$ cat config.mk
export PLATFORM = sky130hd
export DESIGN_NAME = first_fit_block_allocator_flat
export DESIGN_NICKNAME = d
export VERILOG_FILES = /design/src/rtl/ffba_pkg.sv /design/src/rtl/ffba_stream_if.sv /design/src/rtl/ffba_table.sv /design/src/rtl/ffba_ctrl.sv /design/src/rtl/first_fit_block_allocator.sv /design/src/flat_wrapper.sv
export SDC_FILE = /design/constraint.sdc
export NUM_CORES = 2
export LEC_CHECK = 0
export ABC_CLOCK_PERIOD_IN_PS = 13800
export BUFFER_PORTS_ARGS = -buffer_cell sky130_fd_sc_hd__buf_2
export CORE_ASPECT_RATIO = 0.8
export CORE_MARGIN = 2
export CORE_UTILIZATION = 35
export CTS_CLUSTER_SIZE = 25
export DETAILED_ROUTE_END_ITERATION = 8
export HOLD_SLACK_MARGIN = 0.1
export PLACE_DENSITY_LB_ADDON = 0.2
export SYNTH_ARGS = -nofsm -noshare
export SYNTH_HDL_FRONTEND = slang
export SYNTH_HIERARCHICAL = 1
export SYNTH_MEMORY_MAX_BITS = 65536
export SYNTH_SLANG_ARGS = --single-unit
export TNS_END_PERCENT = 1
$ cat constraint.sdc
create_clock -name clk -period 13.8 [get_ports clk]
set_clock_uncertainty 0.2 [all_clocks]
set_input_delay 0 -clock clk [delete_from_list [all_inputs] [get_ports clk]]
set_output_delay 0 -clock clk [all_outputs]
set_load 0.02 [all_outputs]
$ cat src/rtl/ffba_pkg.sv
// Shared types, codes and defaults of the first-fit block allocator.
package ffba_pkg;

	localparam int DEF_MAX_BLOCKS   = 64;
	localparam int DEF_HEADER_BYTES = 24;
	localparam logic [31:0] HEAP_LIMIT_RST = 32'd65536;

	localparam logic [1:0] OP_ALLOC   = 2'd0;
	localparam logic [1:0] OP_FREE    = 2'd1;
	localparam logic [1:0] OP_REALLOC = 2'd2;
	localparam logic [1:0] OP_NOP     = 2'd3;

	localparam logic [1:0] ST_OK      = 2'd0;
	localparam logic [1:0] ST_NOSPACE = 2'd1;
	localparam logic [1:0] ST_BADFREE = 2'd2;

	typedef struct packed {
		logic [1:0]  opcode;
		logic [31:0] request_size;
		logic [31:0] address;
	} req_t;

	typedef struct packed {
		logic [31:0] result_address;
		logic [1:0]  status;
		logic        moved;
		logic [31:0] copy_length;
	} rsp_t;

	typedef struct packed {
		logic [31:0] base;
		logic [31:0] size;
		logic        is_free;
	} entry_t;

	function automatic int idx_bits(input int n);
		return (n > 1) ? $clog2(n) : 1;
	endfunction

endpackage

$ cat src/rtl/ffba_stream_if.sv
// Valid/ready channel carrying one payload per transfer.
interface ffba_stream_if #(
	parameter type payload_t = logic
) ();
	logic     valid;
	logic     ready;
	payload_t payload;

	modport source (output valid, output payload, input ready);
	modport sink (input valid, input payload, output ready);
endinterface

$ cat src/rtl/ffba_table.sv
// Block table memory: one write port, one read port with registered data.
module ffba_table #(
	parameter int MAX_BLOCKS = ffba_pkg::DEF_MAX_BLOCKS
) (
	input  logic                                          clk,
	input  logic                                          rd_en,
	input  logic [ffba_pkg::idx_bits(MAX_BLOCKS)-1:0]     rd_idx,
	output ffba_pkg::entry_t                              rd_data,
	input  logic                                          wr_en,
	input  logic [ffba_pkg::idx_bits(MAX_BLOCKS)-1:0]     wr_idx,
	input  ffba_pkg::entry_t                              wr_data
);
	import ffba_pkg::*;

	entry_t mem [MAX_BLOCKS];

	always_ff @(posedge clk) begin
		if (wr_en) begin
			mem[wr_idx] <= wr_data;
		end
		if (rd_en) begin
			rd_data <= mem[rd_idx];
		end
	end
endmodule

$ cat src/rtl/ffba_ctrl.sv
// Request sequencer: table scan, allocation bookkeeping and result register.
module ffba_ctrl #(
	parameter int MAX_BLOCKS   = ffba_pkg::DEF_MAX_BLOCKS,
	parameter int HEADER_BYTES = ffba_pkg::DEF_HEADER_BYTES
) (
	input  logic                                          clk,
	input  logic                                          arst_n,
	ffba_stream_if.sink                                   req,
	ffba_stream_if.source                                 rsp,
	ffba_stream_if.sink                                   cfg,
	output logic                                          rd_en,
	output logic [ffba_pkg::idx_bits(MAX_BLOCKS)-1:0]     rd_idx,
	input  ffba_pkg::entry_t                              rd_data,
	output logic                                          wr_en,
	output logic [ffba_pkg::idx_bits(MAX_BLOCKS)-1:0]     wr_idx,
	output ffba_pkg::entry_t                              wr_data
);
	import ffba_pkg::*;

	localparam int CW = $clog2(MAX_BLOCKS + 1);
	localparam int IW = idx_bits(MAX_BLOCKS);
	localparam logic [CW-1:0] MAX_CNT = CW'(MAX_BLOCKS);
	localparam logic [31:0] HDR32 = 32'(HEADER_BYTES);
	localparam logic [32:0] HDR33 = 33'(HEADER_BYTES);
	localparam logic [33:0] HDR34 = 34'(HEADER_BYTES);

	typedef enum logic [1:0] {
		S_IDLE,
		S_SCAN,
		S_FREE_OLD,
		S_DONE
	} state_t;

	state_t        state_q;
	logic [CW-1:0] ptr_q;
	logic [CW-1:0] idx_s1;
	logic          rd_vld_s1;
	logic          look_q;
	logic          realloc_q;
	logic [CW-1:0] count_q;
	logic [31:0]   bp_q;
	logic [31:0]   limit_q;
	logic          out_valid_q;

	logic [1:0]    op_q;
	logic [31:0]   size_q;
	logic [31:0]   addr_q;
	logic [33:0]   end_q;
	logic [IW-1:0] old_idx_q;
	logic [31:0]   old_base_q;
	logic [31:0]   old_size_q;
	rsp_t          rsp_q;
	rsp_t          out_q;

	logic hit;
	logic miss;
	logic last;
	logic fits_heap;
	logic alloc_like;
	logic accept;
	logic load_out;

	assign accept     = (state_q == S_IDLE) && req.valid;
	assign alloc_like = (req.payload.opcode == OP_ALLOC) ||
	                    ((req.payload.opcode == OP_REALLOC) && (req.payload.address == 32'd0));
	assign last       = (idx_s1 == count_q - CW'(1));
	assign hit        = rd_vld_s1 && (look_q
	                    ? (({1'b0, rd_data.base} + HDR33) == {1'b0, addr_q})
	                    : (rd_data.is_free && (rd_data.size >= size_q)));
	assign miss       = (state_q == S_SCAN) &&
	                    ((count_q == '0) || (rd_vld_s1 && !hit && last));
	assign fits_heap  = (count_q < MAX_CNT) && (end_q <= {2'b00, limit_q});
	assign load_out   = (state_q == S_DONE) && (!out_valid_q || rsp.ready);

	assign req.ready   = (state_q == S_IDLE);
	assign cfg.ready   = 1'b1;
	assign rsp.valid   = out_valid_q;
	assign rsp.payload = out_q;

	assign rd_en  = (state_q == S_SCAN) && (ptr_q < count_q);
	assign rd_idx = ptr_q[IW-1:0];

	always_comb begin
		wr_en   = 1'b0;
		wr_idx  = idx_s1[IW-1:0];
		wr_data = rd_data;
		if (state_q == S_FREE_OLD) begin
			wr_en   = 1'b1;
			wr_idx  = old_idx_q;
			wr_data = '{base: old_base_q, size: old_size_q, is_free: 1'b1};
		end else if (state_q == S_SCAN) begin
			if (hit && !look_q) begin
				wr_en           = 1'b1;
				wr_data.is_free = 1'b0;
			end else if (hit && (op_q == OP_FREE) && !rd_data.is_free) begin
				wr_en           = 1'b1;
				wr_data.is_free = 1'b1;
			end else if (miss && !look_q && fits_heap) begin
				wr_en   = 1'b1;
				wr_idx  = count_q[IW-1:0];
				wr_data = '{base: bp_q, size: size_q, is_free: 1'b0};
			end
		end
	end

	always_ff @(posedge clk or negedge arst_n) begin
		if (!arst_n) begin
			state_q     <= S_IDLE;
			ptr_q       <= '0;
			idx_s1      <= '0;
			rd_vld_s1   <= 1'b0;
			look_q      <= 1'b0;
			realloc_q   <= 1'b0;
			count_q     <= '0;
			bp_q        <= '0;
			limit_q     <= HEAP_LIMIT_RST;
			out_valid_q <= 1'b0;
		end else begin
			if (cfg.valid) begin
				limit_q <= cfg.payload;
			end
			if (out_valid_q && rsp.ready) begin
				out_valid_q <= 1'b0;
			end
			unique case (state_q)
				S_IDLE: begin
					if (req.valid) begin
						ptr_q     <= '0;
						rd_vld_s1 <= 1'b0;
						look_q    <= !alloc_like;
						realloc_q <= (req.payload.opcode == OP_REALLOC) &&
						             (req.payload.address != 32'd0);
						if ((req.payload.opcode == OP_NOP) ||
						    ((req.payload.opcode == OP_FREE) && (req.payload.address == 32'd0)) ||
						    (alloc_like && (req.payload.request_size == 32'd0))) begin
							state_q <= S_DONE;
						end else begin
							state_q <= S_SCAN;
						end
					end
				end
				S_SCAN: begin
					rd_vld_s1 <= rd_en;
					idx_s1    <= ptr_q;
					if (rd_en) begin
						ptr_q <= ptr_q + CW'(1);
					end
					if (hit || miss) begin
						rd_vld_s1 <= 1'b0;
						state_q   <= S_DONE;
					end
					if (hit && !look_q && realloc_q) begin
						state_q <= S_FREE_OLD;
					end
					if (miss && !look_q && fits_heap) begin
						count_q <= count_q + CW'(1);
						bp_q    <= end_q[31:0];
						if (realloc_q) begin
							state_q <= S_FREE_OLD;
						end
					end
					if (hit && look_q && (op_q == OP_REALLOC) && !rd_data.is_free &&
					    (rd_data.size < size_q)) begin
						look_q  <= 1'b0;
						ptr_q   <= '0;
						state_q <= S_SCAN;
					end
				end
				S_FREE_OLD: begin
					state_q <= S_DONE;
				end
				S_DONE: begin
					if (load_out) begin
						out_valid_q <= 1'b1;
						state_q     <= S_IDLE;
					end
				end
				default: begin
					state_q <= S_IDLE;
				end
			endcase
		end
	end

	always_ff @(posedge clk) begin
		if (accept) begin
			op_q   <= req.payload.opcode;
			size_q <= req.payload.request_size;
			addr_q <= req.payload.address;
			end_q  <= {2'b00, bp_q} + HDR34 + {2'b00, req.payload.request_size};
			rsp_q  <= '0;
			if (alloc_like && (req.payload.request_size == 32'd0) &&
			    (req.payload.opcode != OP_NOP)) begin
				rsp_q.status <= ST_NOSPACE;
			end
		end
		if (state_q == S_SCAN) begin
			if (hit && !look_q) begin
				rsp_q.result_address <= rd_data.base + HDR32;
				rsp_q.status         <= ST_OK;
			end else if (miss && !look_q) begin
				if (fits_heap) begin
					rsp_q.result_address <= bp_q + HDR32;
					rsp_q.status         <= ST_OK;
				end else begin
					rsp_q.result_address <= '0;
					rsp_q.status         <= ST_NOSPACE;
				end
			end else if (miss) begin
				rsp_q.status <= ST_BADFREE;
			end else if (hit) begin
				if (rd_data.is_free) begin
					rsp_q.status <= ST_BADFREE;
				end else if ((op_q == OP_REALLOC) && (rd_data.size >= size_q)) begin
					rsp_q.result_address <= addr_q;
				end
				old_idx_q  <= idx_s1[IW-1:0];
				old_base_q <= rd_data.base;
				old_size_q <= rd_data.size;
			end
		end
		if (state_q == S_FREE_OLD) begin
			rsp_q.moved       <= 1'b1;
			rsp_q.copy_length <= old_size_q;
		end
		if (load_out) begin
			out_q <= rsp_q;
		end
	end

	a_count_max: assert property (@(posedge clk) disable iff (!arst_n)
		count_q <= MAX_CNT)
		else $error("block count above table depth");

	a_count_step: assert property (@(posedge clk) disable iff (!arst_n)
		(count_q != $past(count_q)) |-> (count_q == $past(count_q) + CW'(1)))
		else $error("block count moved by other than one");

	a_wr_busy: assert property (@(posedge clk) disable iff (!arst_n)
		wr_en |-> ((state_q == S_SCAN) || (state_q == S_FREE_OLD)))
		else $error("table write outside a request");

	a_load_out: assert property (@(posedge clk) disable iff (!arst_n)
		load_out |=> (out_valid_q && (state_q == S_IDLE)))
		else $error("finished result not presented");

endmodule

$ cat src/rtl/first_fit_block_allocator.sv
// Top level of the first-fit block allocator.
//
// Channels: req carries opcode, request_size and address; rsp returns
// result_address, status, moved and copy_length, one result per request;
// cfg writes heap_limit and is always ready. All three transfer on valid
// and ready high at a rising edge of clk.
// A request walks the block table in creation order, one entry per cycle
// through the table memory's read port. Allocate, free and a reallocate
// that keeps its block take a single scan; a reallocate that moves runs the
// lookup and the fit scan back to back. Trivial requests (null free, zero
// size, no operation) skip the scan. req is ready again in the same cycle
// as a result is presented.
// One request is in flight at a time; req is ready again once its result is
// in the output register, so the next request starts while rsp stalls. A
// second result waits in the sequencer until the output register frees.
// arst_n empties the table (block count and break pointer to zero) and sets
// heap_limit to 65536; the memory itself needs no clearing.
module first_fit_block_allocator #(
	parameter int MAX_BLOCKS   = ffba_pkg::DEF_MAX_BLOCKS,
	parameter int HEADER_BYTES = ffba_pkg::DEF_HEADER_BYTES
) (
	input logic           clk,
	input logic           arst_n,
	ffba_stream_if.sink   req,
	ffba_stream_if.source rsp,
	ffba_stream_if.sink   cfg
);
	import ffba_pkg::*;

	localparam int IW = idx_bits(MAX_BLOCKS);

	logic          rd_en;
	logic [IW-1:0] rd_idx;
	entry_t        rd_data;
	logic          wr_en;
	logic [IW-1:0] wr_idx;
	entry_t        wr_data;

	ffba_ctrl #(
		.MAX_BLOCKS   (MAX_BLOCKS),
		.HEADER_BYTES (HEADER_BYTES)
	) u_ctrl (
		.clk     (clk),
		.arst_n  (arst_n),
		.req     (req),
		.rsp     (rsp),
		.cfg     (cfg),
		.rd_en   (rd_en),
		.rd_idx  (rd_idx),
		.rd_data (rd_data),
		.wr_en   (wr_en),
		.wr_idx  (wr_idx),
		.wr_data (wr_data)
	);

	ffba_table #(
		.MAX_BLOCKS (MAX_BLOCKS)
	) u_table (
		.clk     (clk),
		.rd_en   (rd_en),
		.rd_idx  (rd_idx),
		.rd_data (rd_data),
		.wr_en   (wr_en),
		.wr_idx  (wr_idx),
		.wr_data (wr_data)
	);
endmodule

$ cat src/flat_wrapper.sv
// flat-port wrapper written by rule: the top's interface ports become plain ports
module first_fit_block_allocator_flat import ffba_pkg::*;
#(
	parameter int MAX_BLOCKS   = ffba_pkg::DEF_MAX_BLOCKS,
	parameter int HEADER_BYTES = ffba_pkg::DEF_HEADER_BYTES
)
  (clk, arst_n, req_valid, req_payload, req_ready, rsp_valid, rsp_payload, rsp_ready, cfg_valid, cfg_payload, cfg_ready);
  ffba_stream_if #(.payload_t(req_t)) req_i ();
  ffba_stream_if #(.payload_t(rsp_t)) rsp_i ();
  ffba_stream_if #(.payload_t(logic [31:0])) cfg_i ();
  input logic clk;
  input logic arst_n;
  input wire logic [$bits(req_i.valid)-1:0] req_valid;
  input wire logic [$bits(req_i.payload)-1:0] req_payload;
  output wire logic [$bits(req_i.ready)-1:0] req_ready;
  output wire logic [$bits(rsp_i.valid)-1:0] rsp_valid;
  output wire logic [$bits(rsp_i.payload)-1:0] rsp_payload;
  input wire logic [$bits(rsp_i.ready)-1:0] rsp_ready;
  input wire logic [$bits(cfg_i.valid)-1:0] cfg_valid;
  input wire logic [$bits(cfg_i.payload)-1:0] cfg_payload;
  output wire logic [$bits(cfg_i.ready)-1:0] cfg_ready;
  assign req_i.valid = req_valid;
  assign req_i.payload = req_payload;
  assign req_ready = req_i.ready;
  assign rsp_valid = rsp_i.valid;
  assign rsp_payload = rsp_i.payload;
  assign rsp_i.ready = rsp_ready;
  assign cfg_i.valid = cfg_valid;
  assign cfg_i.payload = cfg_payload;
  assign cfg_ready = cfg_i.ready;
  first_fit_block_allocator #(.MAX_BLOCKS(MAX_BLOCKS), .HEADER_BYTES(HEADER_BYTES)) u_core (.clk(clk), .arst_n(arst_n), .req(req_i), .rsp(rsp_i), .cfg(cfg_i));
endmodule
==> impl_metrics.csv <==
group,metric,value,unit
placement,place_ws,3.670,ns
critical_path,cp_slowest_cell,"nor2_4",
sta,setup_viol,0,
placement,numPortBuffers,171,
clock_network,ctsHoldBuffers,315,
power_and_ir_drop,p_total,44.10,mW
sta,fmax,94.29,MHz
power_and_ir_drop,cellLeakagePower,65.20,nW
global_routing,track_usage,0.2233,
logic_synthesis,syn_nets,8887,
clock_network,cts_tree,"built",
final_layout,final_nets,9647,
floorplan,coreArea,0.5156,mm²
sta,hold_violations,0,
sta,min_period,10.61,ns
power_and_ir_drop,p_seq_frac,0.439,
detailed_routing,dr.pass1.iters,6,
logic_synthesis,yosysUniqueCellTypes,89,
logic_synthesis,syn-instance-count,8645,
floorplan,die_y,646.8,µm
power_and_ir_drop,clkPwrFrac,0.280,
final_layout,multi_input_comb_area,0.04109,mm²
detailed_routing,wl_per_cell,35.80,µm
power_and_ir_drop,power.density,210.9,mW/mm²
power_and_ir_drop,power.switching,14.66,mW
logic_synthesis,synth_area,0.1808,mm²
detailed_routing,drt_iter0_markers,14240,
power_and_ir_drop,p_int,29.44,mW
clock_network,cts_buffer_depth,4,
critical_path,cp_max_fo,31,
critical_path,crit_type,"flip-flop to flip-flop",
sta,rsz0062_at_grt,"no",
power_and_ir_drop,swShare,0.3324,
final_layout,drive_gt1_frac,0.2419,
sta,tightest_slew,1.449,ns
final_layout,utilization,0.4056,
critical_path,cpPeakStageDelay,1.25,ns
clock_network,root_buffer,"clkbuf_16",
floorplan,die-area,0.5223,mm²
logic_synthesis,synthTopCellsByArea,"edfxtp_1, mux4_2, dfrtp_1",
floorplan,die_width,807.5,µm
global_routing,grt_pass1_wl,811900,µm
logic_synthesis,avgSynthCellArea,20.91,µm²
worst_hold_path,min_delay_path_depth,3,
global_routing,grt_max_degree,100,
detailed_routing,ant_nets,0,
critical_path,critPathCaptureType,"flip-flop",
global_routing,antenna_found_initial,64,
detailed_routing,drc,0,
detailed_routing,via_count,96980,
detailed_routing,via_per_inst,5.802,
logic_synthesis,ys_seq_area_frac,0.7631,
critical_path,crit_chain,"inv_1 -> ha_1 -> nand3b_1 -> nor4_1 -> nand3_1 -> mux2i_1 -> or4_1 -> nor4_1 -> nand4_1 -> or4b_2 -> and2_1 -> o21ai_0 -> nand3_1 -> nor2_4 -> buf_4",
global_routing,grt.overflow.total,0,
placement,place_congestion,0.8622,
power_and_ir_drop,combPwrFrac,0.281,
sta,fin_ws,3.195,ns
clock_network,ctsResizeCount,0,
sta,slew_viol_final,0,
sta,slew_headroom,0.02791,
clock_network,cts_sinks,4620,
final_layout,area_growth,15.68,%
final_layout,num-fill-cells,45640,
floorplan,start_util,0.3506,
clock_network,clkTransAtPathRegs,0.06,ns
floorplan,io-pin-count,173,
detailed_routing,drt_wl_total,598300,µm
critical_path,rr_worst_depth,15,
floorplan,rows,236,
clock_network,postCtsSetupBuffers,0,
job,max_cap_violations,0,
power_and_ir_drop,ir_drop,0.2653,mV
clock_network,clk_latency,1.05,ns
logic_synthesis,yosys.area.top_type,"edfxtp_1",
clock_network,h-tree-depth,5,
global_routing,grt_pass1_vias,94920,
logic_synthesis,yosys_warnings,6,
logic_synthesis,synth_edf_count,4494,
run_status,outcome,"finished, final reports clean",
critical_path,cp.arrival,11.04,ns
final_layout,regArea,0.1379,mm²
critical_path,worstSetupStartpointType,"flip-flop",
placement,hpwl,357200,µm
logic_synthesis,yosys.area.top_type_share,0.7466,
clock_network,numCtsBuffers,444,
logic_synthesis,synth_seq_cells,4620,
logic_synthesis,synth_ff_type,"edfxtp_1",
logic_synthesis,async_flop_share,0.01970,
sta,timing.setup.tns,0,ns
critical_path,critPathRequiredTime,14.23,ns
worst_hold_path,hold_path_class,"input pin to flip-flop",
sta,fin_crit_sh,0.7685,
## through the flow
stage               instance area, µm²  hold WS (ns)  std cells
global route                    209100        0.1462      16700
detailed placement              191400       -0.1803      15550
CTS                             209000        0.1000      16680
global placement                191400       -0.1917      15550
floorplan                       180800       -0.4956       8645
finish                          209100        0.1764      16710
## critical path: cells and delay by family (launching register included)
family | cells | cell delay (ns)
compound gates | 1 | 0.89
mux | 1 | 0.18
buf+inv | 2 | 0.84
flops | 1 | 0.57
simple gates | 10 | 7.04
fa+ha+maj | 1 | 0.27
## cell families (layout without fill, tap and decap cells)
group,Yosys count,after routing,share of synthesized area
xor+xnor,124,124,0.006389
flops,4620,4620,0.7631
fa+ha+maj,139,139,0.009663
mux,1196,1196,0.1384
compound gates,983,983,0.03921
other cells,1,33,0.00002075
simple gates,995,995,0.02785
buf+inv,587,1722,0.01538
## placed cells by master, fill, tap and decap left out, types with 19 or more instances in the layout
| master | instances |
|---|---|
| nor4_1 | 38 |
| nand4_1 | 49 |
| dlygate4sd3_1 | 314 |
| buf_2 | 170 |
| o21ai_0 | 100 |
| buf_4 | 302 |
| and3_1 | 53 |
| clkinv_1 | 94 |
| nand2_1 | 220 |
| o221ai_1 | 57 |
| ha_1 | 138 |
| nand2b_1 | 24 |
| mux2i_1 | 125 |
| dfxtp_1 | 35 |
| clkinv_2 | 94 |
| o22ai_1 | 135 |
| and2_1 | 64 |
| clkbuf_16 | 450 |
| clkbuf_1 | 86 |
| nand3_1 | 170 |
| xor2_1 | 34 |
| edfxtp_1 | 4494 |
| a21o_1 | 26 |
| nor3_1 | 29 |
| a22oi_1 | 262 |
| mux4_2 | 1040 |
| diode_2 | 32 |
| nor2_4 | 64 |
| bufinv_16 | 49 |
| nor2_1 | 142 |
| a21oi_1 | 84 |
| inv_1 | 101 |
| nor2b_1 | 19 |
| a211oi_1 | 73 |
| mux2_2 | 31 |
| o211a_1 | 69 |
| dfrtp_1 | 86 |
| nand3b_1 | 26 |
| xnor2_1 | 85 |
## cell type report
cell class | count | share of cell area
tap | 6902 | 0.04130
clock inverter | 280 | 0.01330
sequential | 4620 | 0.6597
clock buffer | 541 | 0.05573
inverter | 102 | 0.001843
antenna | 32 | 0.0003830
multi-input combinational | 3438 | 0.1965
timing repair buffer | 799 | 0.03119
## synthesized netlist by cell type (32+ instances only)
library cell and instances:
edfxtp_1 4494, mux4_2 1040, a22oi_1 262, nand2_1 225, nor2_1 207, buf_2 203
nand3_1 182, clkbuf_1 181, ha_1 138, o22ai_1 135, mux2i_1 125, inv_1 102
o21ai_0 100, dfrtp_1 90, xnor2_1 85, a21oi_1 84, a211oi_1 76, o211a_1 69
and2_1 67, buf_4 67, o221ai_1 57, and3_1 53, nand4_1 49, nor4_1 39
dfxtp_1 35, xor2_1 34, nor3_1 32
## registers in the layout, indices dropped and copies added, names as in the netlist, 2 cells and up
name                       cells
u_core/u_table/mem          4160
u_core/u_ctrl/rsp.payload     67
u_core/u_ctrl/rsp_q           67
u_core/u_table/rd_data        65
u_core/u_ctrl/end_q           34
u_core/u_ctrl/addr_q          32
u_core/u_ctrl/bp_q            32
u_core/u_ctrl/limit_q         32
u_core/u_ctrl/old_base_q      32
u_core/u_ctrl/old_size_q      32
u_core/u_ctrl/size_q          32
u_core/u_ctrl/count_q          7
u_core/u_ctrl/idx_s1           7
u_core/u_ctrl/ptr_q            7
u_core/u_ctrl/old_idx_q        6
u_core/u_ctrl/op_q             2
u_core/u_ctrl/state_q          2
## per-layer routing
metal | up-vias | share of wire | track usage
met3 | 689 | 0.093 | 0.04288
li1 | 37930 | - | -
met1 | 53520 | 0.43 | 0.3280
met4 | 16 | 0.025 | 0.05302
met5 | - | 0.00017 | 0
met2 | 4832 | 0.46 | 0.3450
## power by group through the flow
stage               Combinational [mW]  Clock (mW)  Sequential (mW)
floorplan                         6.99           0             19.4
global placement                  12.3           0             19.6
detailed placement                12.5           0             19.6
CTS                               12.6        12.5             19.3
global route                      13.1        13.1             19.4
finish                            12.4        12.3             19.3
## worst paths after layout
| kind | startpoint | to | slack [ns] |
|---|---|---|---|
| max | u_core/u_table/rd_data[36] | u_core/u_table/mem[57][62] | 3.19 |
| min | req_payload[43] | u_core/u_ctrl/size_q[11] | 0.18 |
| max reg2reg | u_core/u_table/rd_data[36] | u_core/u_table/mem[57][62] | 3.19 |
| min reg2reg | u_core/u_ctrl/rsp_q[18] | u_core/u_ctrl/rsp.payload[18] | 0.22 |
| max in group asynchronous | arst_n | u_core/u_ctrl/ptr_q[2] | 11.82 |
| min in group asynchronous | arst_n | u_core/u_ctrl/limit_q[9] | 0.38 |
No activity file was read; power rests on OpenSTA's default activity.
